## config.mk

```make
export PLATFORM = sky130hd
export DESIGN_NAME = lut_remap_depth_interpolator_core
export DESIGN_NICKNAME = d
export VERILOG_FILES = /design/src/rtl/lrdi_pkg.sv /design/src/rtl/lrdi_queue.sv /design/src/rtl/lrdi_front.sv /design/src/rtl/lrdi_back.sv /design/src/rtl/lut_remap_depth_interpolator_core.sv
export SDC_FILE = /design/constraint.sdc
export NUM_CORES = 2
export LEC_CHECK = 0
export BUFFER_PORTS_ARGS = -buffer_cell sky130_fd_sc_hd__buf_2
export CORE_ASPECT_RATIO = 1.75
export CORE_MARGIN = 2
export CORE_UTILIZATION = 60
export CTS_CLUSTER_SIZE = 25
export DETAILED_ROUTE_END_ITERATION = 10
export GPL_TIMING_DRIVEN = 1
export PLACE_DENSITY = 0.85
export SLEW_MARGIN = 20
export SYNTH_ARGS = -nofsm -noshare
export SYNTH_HDL_FRONTEND = slang
export SYNTH_HIERARCHICAL = 1
export SYNTH_SLANG_ARGS = --single-unit
```

## constraint.sdc

```tcl
create_clock -name clk -period 44.3 [get_ports clk]
set_clock_uncertainty 0.05 [all_clocks]
set_input_delay 13.29 -clock clk [delete_from_list [all_inputs] [get_ports clk]]
set_output_delay 13.29 -clock clk [all_outputs]
set_load 0.01 [all_outputs]
```

## src/rtl/lrdi_pkg.sv

```systemverilog
`default_nettype none
// ----------------------------------------------------------------------------
// lrdi_pkg
// Shared types and constants of the remap depth interpolator.
// ----------------------------------------------------------------------------
package lrdi_pkg;

	// Fixed field widths of the item and result ports
	localparam int SAMPLE_PORT_W   = 16;
	localparam int WEIGHT_W        = 17;
	localparam int PIXEL_W         = 16;
	localparam int RATIO_W         = 16;
	localparam int RATIO_FRAC_BITS = 16;
	localparam int MODE_W          = 2;
	localparam int STATUS_W        = 2;

	// Register reset values and APB data width
	localparam logic [RATIO_W-1:0] SKIP_RATIO_RESET = 16'd3076;
	localparam int APB_DATA_W = 32;
	localparam int APB_ADDR_W = 3;

	// Interpolation modes; the unused code behaves as depth mode
	typedef enum logic [MODE_W-1:0] {
		MODE_NEAREST  = 2'd0,
		MODE_BILINEAR = 2'd1,
		MODE_DEPTH    = 2'd2
	} lrdi_mode_t;

	// Result status codes
	typedef enum logic [STATUS_W-1:0] {
		STATUS_WRITTEN = 2'd0,
		STATUS_INVALID = 2'd1,
		STATUS_ZERO    = 2'd2,
		STATUS_DISCONT = 2'd3
	} lrdi_status_t;

	// Work class decided by the front end
	typedef enum logic [2:0] {
		KIND_INVALID = 3'd0,
		KIND_NEAREST = 3'd1,
		KIND_ZERO    = 3'd2,
		KIND_BLEND   = 3'd3,
		KIND_DEPTH   = 3'd4
	} lrdi_kind_t;

endpackage : lrdi_pkg
`default_nettype wire

```

## src/rtl/lrdi_queue.sv

```systemverilog
`default_nettype none
// ----------------------------------------------------------------------------
// lrdi_queue
// Small show-ahead queue that decouples the front end from the back end.
// ----------------------------------------------------------------------------
module lrdi_queue #(
	parameter int WIDTH = 8,
	parameter int DEPTH = 2
) (
	input  wire logic             clk,
	input  wire logic             arst_n,
	input  wire logic             wr,
	input  wire logic [WIDTH-1:0] wdata,
	input  wire logic             rd,
	output logic [WIDTH-1:0]      rdata,
	output logic                  full,
	output logic                  nonempty
);

	localparam int PTR_W = (DEPTH > 1) ? $clog2(DEPTH) : 1;
	localparam int CNT_W = $clog2(DEPTH + 1);

	logic [WIDTH-1:0] mem_q [DEPTH];
	logic [PTR_W-1:0] wptr_q;
	logic [PTR_W-1:0] rptr_q;
	logic [CNT_W-1:0] count_q;
	logic             do_wr;
	logic             do_rd;

	assign full     = (count_q == CNT_W'(DEPTH));
	assign nonempty = (count_q != '0);
	assign do_wr    = wr && !full;
	assign do_rd    = rd && nonempty;
	assign rdata    = mem_q[rptr_q];

	// Store the incoming entry
	always_ff @(posedge clk) begin
		if (do_wr) begin
			mem_q[wptr_q] <= wdata;
		end
	end

	// Advance pointers and track fill level
	always_ff @(posedge clk or negedge arst_n) begin
		if (!arst_n) begin
			wptr_q  <= '0;
			rptr_q  <= '0;
			count_q <= '0;
		end else begin
			if (do_wr) begin
				wptr_q <= (wptr_q == PTR_W'(DEPTH - 1)) ? '0 : wptr_q + PTR_W'(1);
			end
			if (do_rd) begin
				rptr_q <= (rptr_q == PTR_W'(DEPTH - 1)) ? '0 : rptr_q + PTR_W'(1);
			end
			if (do_wr && !do_rd) begin
				count_q <= count_q + CNT_W'(1);
			end else if (do_rd && !do_wr) begin
				count_q <= count_q - CNT_W'(1);
			end
		end
	end

`ifndef SYNTHESIS
	a_count_bound: assert property (@(posedge clk) disable iff (!arst_n)
		count_q <= CNT_W'(DEPTH))
		else $error("queue fill level exceeds depth");
	a_count_step: assert property (@(posedge clk) disable iff (!arst_n)
		(do_wr && !do_rd) |=> (count_q == $past(count_q) + CNT_W'(1)))
		else $error("queue fill level did not rise on write");
`endif

endmodule : lrdi_queue
`default_nettype wire

```

## src/rtl/lrdi_front.sv

```systemverilog
`default_nettype none
// ----------------------------------------------------------------------------
// lrdi_front
// Accepts items, classifies them and finds neighbour min and max; hands
// the classified work to the back end through a short queue.
// ----------------------------------------------------------------------------
module lrdi_front import lrdi_pkg::*; #(
	parameter int SAMPLE_BITS = 16
) (
	input  wire logic                         clk,
	input  wire logic                         arst_n,
	input  wire logic [MODE_W-1:0]            mode,
	input  wire logic                         push,
	output logic                              full,
	input  wire logic                         entry_valid,
	input  wire logic [3:0][WEIGHT_W-1:0]     weights,
	input  wire logic [3:0][SAMPLE_PORT_W-1:0] samples,
	input  wire logic                         head_pop,
	output logic                              head_valid,
	output lrdi_kind_t                        head_kind,
	output logic [3:0][SAMPLE_BITS-1:0]       head_smp,
	output logic [3:0][WEIGHT_W-1:0]          head_wgt,
	output logic [SAMPLE_BITS-1:0]            head_hi,
	output logic [SAMPLE_BITS-1:0]            head_lo
);

	localparam int QDEPTH  = 2;
	localparam int ENTRY_W = 3 + 4 * SAMPLE_BITS + 4 * WEIGHT_W + 2 * SAMPLE_BITS;

	logic                          v_s1;
	logic                          ev_s1;
	logic [MODE_W-1:0]             mode_s1;
	logic [3:0][WEIGHT_W-1:0]      wgt_s1;
	logic [3:0][SAMPLE_BITS-1:0]   smp_s1;
	logic                          ready_s1;
	logic                          q_full;
	logic                          q_wr;
	lrdi_kind_t                    kind;
	logic                          any_zero;
	logic [SAMPLE_BITS-1:0]        hi_a;
	logic [SAMPLE_BITS-1:0]        hi_b;
	logic [SAMPLE_BITS-1:0]        lo_a;
	logic [SAMPLE_BITS-1:0]        lo_b;
	logic [SAMPLE_BITS-1:0]        hi;
	logic [SAMPLE_BITS-1:0]        lo;
	logic [ENTRY_W-1:0]            wdata;
	logic [ENTRY_W-1:0]            rdata;

	assign ready_s1 = !v_s1 || !q_full;
	assign full     = !ready_s1;
	assign q_wr     = v_s1;

	// Capture the item, keeping only the live sample bits
	always_ff @(posedge clk or negedge arst_n) begin
		if (!arst_n) begin
			v_s1 <= 1'b0;
		end else if (ready_s1) begin
			v_s1 <= push;
		end
	end

	always_ff @(posedge clk) begin
		if (ready_s1 && push) begin
			ev_s1   <= entry_valid;
			mode_s1 <= mode;
			wgt_s1  <= weights;
			for (int i = 0; i < 4; i++) begin
				smp_s1[i] <= samples[i][SAMPLE_BITS-1:0];
			end
		end
	end

	// Find neighbour range and zero neighbours
	always_comb begin
		any_zero = (smp_s1[0] == '0) || (smp_s1[1] == '0) ||
			(smp_s1[2] == '0) || (smp_s1[3] == '0);
		hi_a = (smp_s1[0] > smp_s1[1]) ? smp_s1[0] : smp_s1[1];
		hi_b = (smp_s1[2] > smp_s1[3]) ? smp_s1[2] : smp_s1[3];
		lo_a = (smp_s1[0] < smp_s1[1]) ? smp_s1[0] : smp_s1[1];
		lo_b = (smp_s1[2] < smp_s1[3]) ? smp_s1[2] : smp_s1[3];
		hi   = (hi_a > hi_b) ? hi_a : hi_b;
		lo   = (lo_a < lo_b) ? lo_a : lo_b;
	end

	// Classify the work
	always_comb begin
		if (!ev_s1) begin
			kind = KIND_INVALID;
		end else if (mode_s1 == MODE_NEAREST) begin
			kind = KIND_NEAREST;
		end else if (mode_s1 == MODE_BILINEAR) begin
			kind = KIND_BLEND;
		end else if (any_zero) begin
			kind = KIND_ZERO;
		end else begin
			kind = KIND_DEPTH;
		end
	end

	assign wdata = {kind, smp_s1, wgt_s1, hi, lo};

	lrdi_queue #(
		.WIDTH (ENTRY_W),
		.DEPTH (QDEPTH)
	) u_queue (
		.clk      (clk),
		.arst_n   (arst_n),
		.wr       (q_wr),
		.wdata    (wdata),
		.rd       (head_pop),
		.rdata    (rdata),
		.full     (q_full),
		.nonempty (head_valid)
	);

	// Split the queue head back into fields
	assign head_kind = lrdi_kind_t'(rdata[ENTRY_W-1 -: 3]);
	assign {head_smp, head_wgt, head_hi, head_lo} = rdata[ENTRY_W-4:0];

endmodule : lrdi_front
`default_nettype wire

```

## src/rtl/lrdi_back.sv

```systemverilog
`default_nettype none
// ----------------------------------------------------------------------------
// lrdi_back
// Weighted blend, rounding, saturation and discontinuity test in two
// stages; the second stage is the result register.
// ----------------------------------------------------------------------------
module lrdi_back import lrdi_pkg::*; #(
	parameter int SAMPLE_BITS      = 16,
	parameter int WEIGHT_FRAC_BITS = 16
) (
	input  wire logic                       clk,
	input  wire logic                       arst_n,
	input  wire logic [RATIO_W-1:0]         ratio,
	input  wire logic                       head_valid,
	input  wire lrdi_kind_t                 head_kind,
	input  wire logic [3:0][SAMPLE_BITS-1:0] head_smp,
	input  wire logic [3:0][WEIGHT_W-1:0]   head_wgt,
	input  wire logic [SAMPLE_BITS-1:0]     head_hi,
	input  wire logic [SAMPLE_BITS-1:0]     head_lo,
	output logic                            head_pop,
	input  wire logic                       pop,
	output logic                            empty,
	output logic [PIXEL_W-1:0]              pixel_out,
	output lrdi_status_t                    status
);

	localparam int PROD_W = SAMPLE_BITS + WEIGHT_W;
	localparam int SUM_W  = SAMPLE_BITS + WEIGHT_W + 2;
	localparam int CMP_W  = SAMPLE_BITS + RATIO_FRAC_BITS;
	localparam int RES_W  = SUM_W - WEIGHT_FRAC_BITS;
	localparam logic [SUM_W-1:0] HALF = SUM_W'(1) << (WEIGHT_FRAC_BITS - 1);
	localparam logic [RES_W-1:0] SMAX = RES_W'({SAMPLE_BITS{1'b1}});

	logic                        v_s2;
	lrdi_kind_t                  kind_s2;
	logic [SAMPLE_BITS-1:0]      near_s2;
	logic [3:0][PROD_W-1:0]      prod_s2;
	logic [CMP_W-1:0]            span_s2;
	logic [CMP_W-1:0]            thr_s2;
	logic                        v_s3;
	logic                        ready_s2;
	logic                        ready_s3;
	logic [SUM_W-1:0]            sum;
	logic [RES_W-1:0]            res;
	logic [SAMPLE_BITS-1:0]      blend;
	logic                        discont;
	logic [PIXEL_W-1:0]          pix_d;
	lrdi_status_t                stat_d;

	assign ready_s3 = !v_s3 || pop;
	assign ready_s2 = !v_s2 || ready_s3;
	assign head_pop = head_valid && ready_s2;
	assign empty    = !v_s3;

	// Stage 2: products and discontinuity operands
	always_ff @(posedge clk or negedge arst_n) begin
		if (!arst_n) begin
			v_s2 <= 1'b0;
		end else if (ready_s2) begin
			v_s2 <= head_valid;
		end
	end

	always_ff @(posedge clk) begin
		if (head_pop) begin
			kind_s2 <= head_kind;
			near_s2 <= head_smp[0];
			for (int i = 0; i < 4; i++) begin
				prod_s2[i] <= PROD_W'(head_smp[i]) * PROD_W'(head_wgt[i]);
			end
			span_s2 <= {head_hi - head_lo, {RATIO_FRAC_BITS{1'b0}}};
			thr_s2  <= CMP_W'(ratio) * CMP_W'(head_lo);
		end
	end

	// Sum, round half up and saturate
	always_comb begin
		sum = SUM_W'(prod_s2[0]) + SUM_W'(prod_s2[1]) +
			SUM_W'(prod_s2[2]) + SUM_W'(prod_s2[3]) + HALF;
		res = sum[SUM_W-1:WEIGHT_FRAC_BITS];
		blend = (res > SMAX) ? SAMPLE_BITS'(SMAX) : res[SAMPLE_BITS-1:0];
		discont = (span_s2 > thr_s2);
	end

	// Pick the result for the work class
	always_comb begin
		case (kind_s2)
			KIND_NEAREST: begin
				pix_d  = PIXEL_W'(near_s2);
				stat_d = STATUS_WRITTEN;
			end
			KIND_ZERO: begin
				pix_d  = '0;
				stat_d = STATUS_ZERO;
			end
			KIND_BLEND: begin
				pix_d  = PIXEL_W'(blend);
				stat_d = STATUS_WRITTEN;
			end
			KIND_DEPTH: begin
				pix_d  = discont ? '0 : PIXEL_W'(blend);
				stat_d = discont ? STATUS_DISCONT : STATUS_WRITTEN;
			end
			default: begin
				pix_d  = '0;
				stat_d = STATUS_INVALID;
			end
		endcase
	end

	// Stage 3: result register, held until popped
	always_ff @(posedge clk or negedge arst_n) begin
		if (!arst_n) begin
			v_s3 <= 1'b0;
		end else if (ready_s3) begin
			v_s3 <= v_s2;
		end
	end

	always_ff @(posedge clk) begin
		if (ready_s3 && v_s2) begin
			pixel_out <= pix_d;
			status    <= stat_d;
		end
	end

`ifndef SYNTHESIS
	a_zero_when_unwritten: assert property (@(posedge clk) disable iff (!arst_n)
		(v_s3 && status != STATUS_WRITTEN) |-> (pixel_out == '0))
		else $error("pixel not zero on unwritten status");
	a_hold_on_stall: assert property (@(posedge clk) disable iff (!arst_n)
		(v_s3 && !pop) |=> (v_s3 && $stable(pixel_out) && $stable(status)))
		else $error("result changed while stalled");
`endif

endmodule : lrdi_back
`default_nettype wire

```

## src/rtl/lut_remap_depth_interpolator_core.sv

```systemverilog
`default_nettype none
// ----------------------------------------------------------------------------
// lut_remap_depth_interpolator_core
// Remap interpolator: nearest, bilinear or depth-checked bilinear output
// for one destination pixel per item.
// ----------------------------------------------------------------------------
// Usage:
//   Input channel: drive the lookup entry (valid mark, four Q1.16 weights,
//   four fetched neighbours) and raise push; the item is taken on a clock
//   edge with push high and full low.
//   Result channel: while empty is low, pixel_out and status show the oldest
//   result; raise pop to take it.
//   Configuration: APB writes to interp_mode (address 0) and skip_ratio
//   (any other address); pready is tied high. Write only while idle.
//   Throughput: one item per cycle while pop keeps up and full stays low,
//   set by the front stage and the two-stage multiply/sum back end.
//   A two-entry queue between front and back end absorbs short stalls; when
//   pop is held low the back end fills, then the queue, then full rises.
//   Reset: all queues empty, interp_mode = nearest, skip_ratio = 3076.
// ----------------------------------------------------------------------------
module lut_remap_depth_interpolator_core import lrdi_pkg::*; #(
	parameter int SAMPLE_BITS      = 16,
	parameter int WEIGHT_FRAC_BITS = 16
) (
	input  wire logic                     clk,
	input  wire logic                     arst_n,
	input  wire logic                     psel,
	input  wire logic                     penable,
	input  wire logic                     pwrite,
	input  wire logic [APB_ADDR_W-1:0]    paddr,
	input  wire logic [APB_DATA_W-1:0]    pwdata,
	output logic [APB_DATA_W-1:0]         prdata,
	output logic                          pready,
	input  wire logic                     push,
	output logic                          full,
	input  wire logic                     entry_valid,
	input  wire logic [WEIGHT_W-1:0]      weight_ul,
	input  wire logic [WEIGHT_W-1:0]      weight_ur,
	input  wire logic [WEIGHT_W-1:0]      weight_ll,
	input  wire logic [WEIGHT_W-1:0]      weight_lr,
	input  wire logic [SAMPLE_PORT_W-1:0] sample_ul,
	input  wire logic [SAMPLE_PORT_W-1:0] sample_ur,
	input  wire logic [SAMPLE_PORT_W-1:0] sample_ll,
	input  wire logic [SAMPLE_PORT_W-1:0] sample_lr,
	input  wire logic                     pop,
	output logic                          empty,
	output logic [PIXEL_W-1:0]            pixel_out,
	output logic [STATUS_W-1:0]           status
);

	logic [MODE_W-1:0]            mode_q;
	logic [RATIO_W-1:0]           ratio_q;
	logic                         cfg_wr;
	logic                         sel_ratio;
	logic                         head_valid;
	logic                         head_pop;
	lrdi_kind_t                   head_kind;
	logic [3:0][SAMPLE_BITS-1:0]  head_smp;
	logic [3:0][WEIGHT_W-1:0]     head_wgt;
	logic [SAMPLE_BITS-1:0]       head_hi;
	logic [SAMPLE_BITS-1:0]       head_lo;
	lrdi_status_t                 status_e;

	// Configuration registers
	assign pready    = 1'b1;
	assign cfg_wr    = psel && penable && pwrite && pready;
	assign sel_ratio = |paddr;

	always_ff @(posedge clk or negedge arst_n) begin
		if (!arst_n) begin
			mode_q  <= MODE_NEAREST;
			ratio_q <= SKIP_RATIO_RESET;
		end else if (cfg_wr) begin
			if (sel_ratio) begin
				ratio_q <= pwdata[RATIO_W-1:0];
			end else begin
				mode_q <= pwdata[MODE_W-1:0];
			end
		end
	end

	assign prdata = sel_ratio ? APB_DATA_W'(ratio_q) : APB_DATA_W'(mode_q);

	lrdi_front #(
		.SAMPLE_BITS (SAMPLE_BITS)
	) u_front (
		.clk         (clk),
		.arst_n      (arst_n),
		.mode        (mode_q),
		.push        (push),
		.full        (full),
		.entry_valid (entry_valid),
		.weights     ({weight_lr, weight_ll, weight_ur, weight_ul}),
		.samples     ({sample_lr, sample_ll, sample_ur, sample_ul}),
		.head_pop    (head_pop),
		.head_valid  (head_valid),
		.head_kind   (head_kind),
		.head_smp    (head_smp),
		.head_wgt    (head_wgt),
		.head_hi     (head_hi),
		.head_lo     (head_lo)
	);

	lrdi_back #(
		.SAMPLE_BITS      (SAMPLE_BITS),
		.WEIGHT_FRAC_BITS (WEIGHT_FRAC_BITS)
	) u_back (
		.clk        (clk),
		.arst_n     (arst_n),
		.ratio      (ratio_q),
		.head_valid (head_valid),
		.head_kind  (head_kind),
		.head_smp   (head_smp),
		.head_wgt   (head_wgt),
		.head_hi    (head_hi),
		.head_lo    (head_lo),
		.head_pop   (head_pop),
		.pop        (pop),
		.empty      (empty),
		.pixel_out  (pixel_out),
		.status     (status_e)
	);

	assign status = status_e;

endmodule : lut_remap_depth_interpolator_core
`default_nettype wire

```

==> results.txt <==
* Portion of the clock cycle consumed by the worst path in the final layout: 0.630
- For this block, the via count after detailed routing is 51579.
* Die height: 473 µm
- Number of different library cells in the post-synthesis netlist: 98
- The critical path starts at paddr[1].
* Final Hold Violating Endpoints: 0
- The worst pin sits at a relative slew slack of 0.237.
* End of the worst register-to-register path: u_back/thr_s2[31]
- Capturing element type of the critical path: primary output
- Placer congestion estimate: 0.966
- Dividing the detail-routed via count by the number of cells gives 5.93.
* Fraction of registers with async set or reset after synthesis: 0.0352
* Remaining antenna violation count after routing: 0
- Transition time of the tightest slew-check pin: 1.15 ns
- Number of placement rows: 172
- Global routing finished with a remaining overflow of 0.
* DRC marker count from the first detailed-route iteration: 3701
- The floorplan step defined a die boundary enclosing 0.128 mm².
- Routed Wire Length: 199000 µm
* Number of hold buffers added after CTS: 0
* Violations in the final reports: DRC
* Number of buffers added by the clock tree synthesis step: 71
* Combined area of all synthesized cells: 0.0753 mm²
* Post-synthesis cell count: 6934
* Port buffer count: 194
- Fillers: 9178
* Post-synth EDFFs: 686
- The via count of the first global-routing pass was 57574.
- Yosys attributes the largest share of cell area to fa_1 (29%), edfxtp_1 (27%), ha_1 (11%).
- After the last flow step, the layout net total stands at 8934.
- Ratio of cells with drive above 1 in the final layout: 0.0817
- For this run, the leading register cell type out of synthesis is edfxtp_1.
* Worst hold slack: 0.393 ns
- Crit path arrival time: 14.58 ns
* First-pass GRT wire length: 306000 µm
* Placeable core region: 0.125 mm²
* Wire length per cell: 22.9 µm
- For the worst setup path, the data required time is 30.96 ns.
- The run finished, with violations left.
- Of the post-synthesis cell area, the dominant cell type holds 0.290.
- The tool flagged a number of max-cap violations equal to 0.
- Final total negative setup slack: 0 ns
* Initial Util: 0.602
* Count of endpoints failing setup in the final report: 0
* Capturing element of the worst setup path: prdata[1]
* Clock latency reported for the late side of the worst-skew pair: 0.71 ns
* Detailed-route DRC error count: 2
* Resized cells post-CTS: 0
* Syn-to-layout area delta: 5.94%
- Clock tree from TritonCTS: built
- The clock tree synthesis step divided the H-tree into 3 levels.
* Half-perimeter wire length after placement: 149000 µm
- Per-instance average area after synthesis: 10.9 µm²
- Of all cell types, the one taking the most synthesized area is fa_1.
- Yosys printed 6 warnings.
* CTS clk-pin slew, worst paths: 0.09 ns
* Setup WS post-layout: 16.38 ns
- The final-report max-slew violation count was 0.
- Kind of start point of the critical path: primary input
* Total GRT Usage: 0.315
- Measured on the finished design, the core utilization comes to 0.638.
- Cell with the most instances after synthesis: inv_1
- Prior to clock tree synthesis, the placed netlist has a worst setup slack of 16.36 ns.
- For flop-to-flop paths, the worst setup slack is 33.84 ns.
- Leading cell types by count after synthesis: inv_1 (1441), fa_1 (1092), nand2_1 (905)
- The worst hold path belongs to the class flip-flop to flip-flop.
- I/O pins: 228
* Synthesis-stage register bit count: 711
- Fraction of the yosys area taken by sequential cells: 0.282
- Unrepaired setup endpoints after global routing: false
* Pin count of the biggest net entering global routing: 181
- Width of the die: 272 µm
- The critical path is of the primary input to primary output type.
- Clock sink count: 711
* Number of cell instances on the worst register-to-register path: 21
- Deepest clock path buffer count: 3
* RR Startpoint: u_front/u_queue/rptr_q
* Crit path time final: 27.92 ns
- The initial antenna violation count came to 10.
- Post-CTS timing repair inserted 0 buffers for setup.
- Clock root buffer master: clkbuf_16
* DRT Pass-1 Iters: 11
- Worst-path maximum fanout: 17
- Highest clock rate: 35.8 MHz
-- sequential cells by signal, summed over array words and instances (netlist names) --
| register | count |
|---|---|
| u_front/mode_s1 | 2 |
| u_back/pixel_out | 16 |
| u_front/smp_s1 | 64 |
| u_front/ev_s1 | 1 |
| u_back/status | 2 |
| u_front/q_wr | 1 |
| ratio_q | 16 |
| u_back/v_s2 | 1 |
| u_front/wdata | 68 |
| u_back/v_s3 | 1 |
| u_back/near_s2 | 16 |
| u_back/prod_s2 | 132 |
| u_back/kind_s2 | 3 |
| u_front/u_queue/mem_q | 334 |
| u_back/span_s2 | 16 |
| u_front/u_queue/count_q | 2 |
| u_front/u_queue/wptr_q | 1 |
| mode_q | 2 |
| u_back/thr_s2 | 32 |
| u_front/u_queue/rptr_q | 1 |
-- cell usage in the layout, fill, tap and decap left out, types with 15 or more instances in the layout --
master / n
fa_1: 1092
a21oi_1: 147
mux2_2: 76
ha_1: 682
nand3_1: 37
a31oi_1: 15
buf_2: 194
mux2_4: 112
nand2b_1: 23
nor2b_1: 38
xnor2_1: 124
nor3_1: 32
a21o_1: 72
clkbuf_16: 74
nand2_1: 905
mux2i_1: 95
o21a_1: 18
a221o_1: 18
nor4_1: 25
o21ai_0: 73
inv_1: 1441
and2_1: 528
o21bai_1: 21
and3_1: 21
a211oi_1: 19
nor2_1: 128
conb_1: 17
dfrtp_1: 21
edfxtp_1: 686
xor2_1: 49
nand4_1: 26
-- stage by stage --
stage | cells | area (µm²)
2_1_floorplan | 6949 | 75400
3_3_place_gp | 8565 | 77400
3_5_place_dp | 8565 | 77400
4_1_cts | 8694 | 79800
5_1_grt | 8697 | 79800
6_report | 8698 | 79800
-- how the worst min path moves through the flow --
stage / start / end / slack [ns] / cells past startpoint
after floorplan: u_front/wdata[32] / u_front/u_queue/mem_q[0][32] / 0.37 / 0
after global placement: u_front/wdata[71] / u_front/u_queue/mem_q[0][71] / 0.38 / 0
after detailed placement: u_front/wdata[62] / u_front/u_queue/mem_q[1][62] / 0.38 / 0
after CTS: u_front/wdata[62] / u_front/u_queue/mem_q[1][62] / 0.39 / 0
after global routing: u_front/wdata[91] / u_front/u_queue/mem_q[1][91] / 0.40 / 0
final: u_front/wdata[91] / u_front/u_queue/mem_q[1][91] / 0.39 / 0
-- cell families after synthesis --
family | Yosys count | synth area share
flip-flops | 711 | 0.282
other | 2 | 0.0000997
XOR/XNOR | 173 | 0.0201
buffers and inverters | 1687 | 0.0873
multiplexers | 283 | 0.0463
AND/OR/NAND/NOR | 1818 | 0.117
adder cells (fa/ha/maj) | 1774 | 0.404
AO/OA/AOI/OAI | 486 | 0.0440
-- layer usage --
layer  part of all wire  vias to the layer above  track usage
li1                   -                    21904            -
met5            0.00021                        -            0
met4              0.090                        6        0.255
met3              0.073                      999       0.0553
met2               0.52                     2690        0.563
met1               0.32                    25980        0.322
-- worst max-delay path, stage by stage --
cell,delay (ns)
buf_2,0.12
nor3_4,0.61
mux2_2,0.42
buf_2,0.14
-- final cells by class --
class / count / area, µm² / area share
sequential: 711 / 21200 / 0.266
antenna: 4 / 10.0 / 0.000125
clock buffer: 82 / 1900 / 0.0238
tap: 1653 / 2070 / 0.0259
inverter: 1441 / 5410 / 0.0678
timing repair buffer: 209 / 1110 / 0.0139
multi-input combinational: 4551 / 47600 / 0.597
clock inverter: 47 / 439 / 0.00551
Power is left out: the tool's default activity adds up to more than one toggle a clock period on the data nets, which glitch-free logic cannot reach.
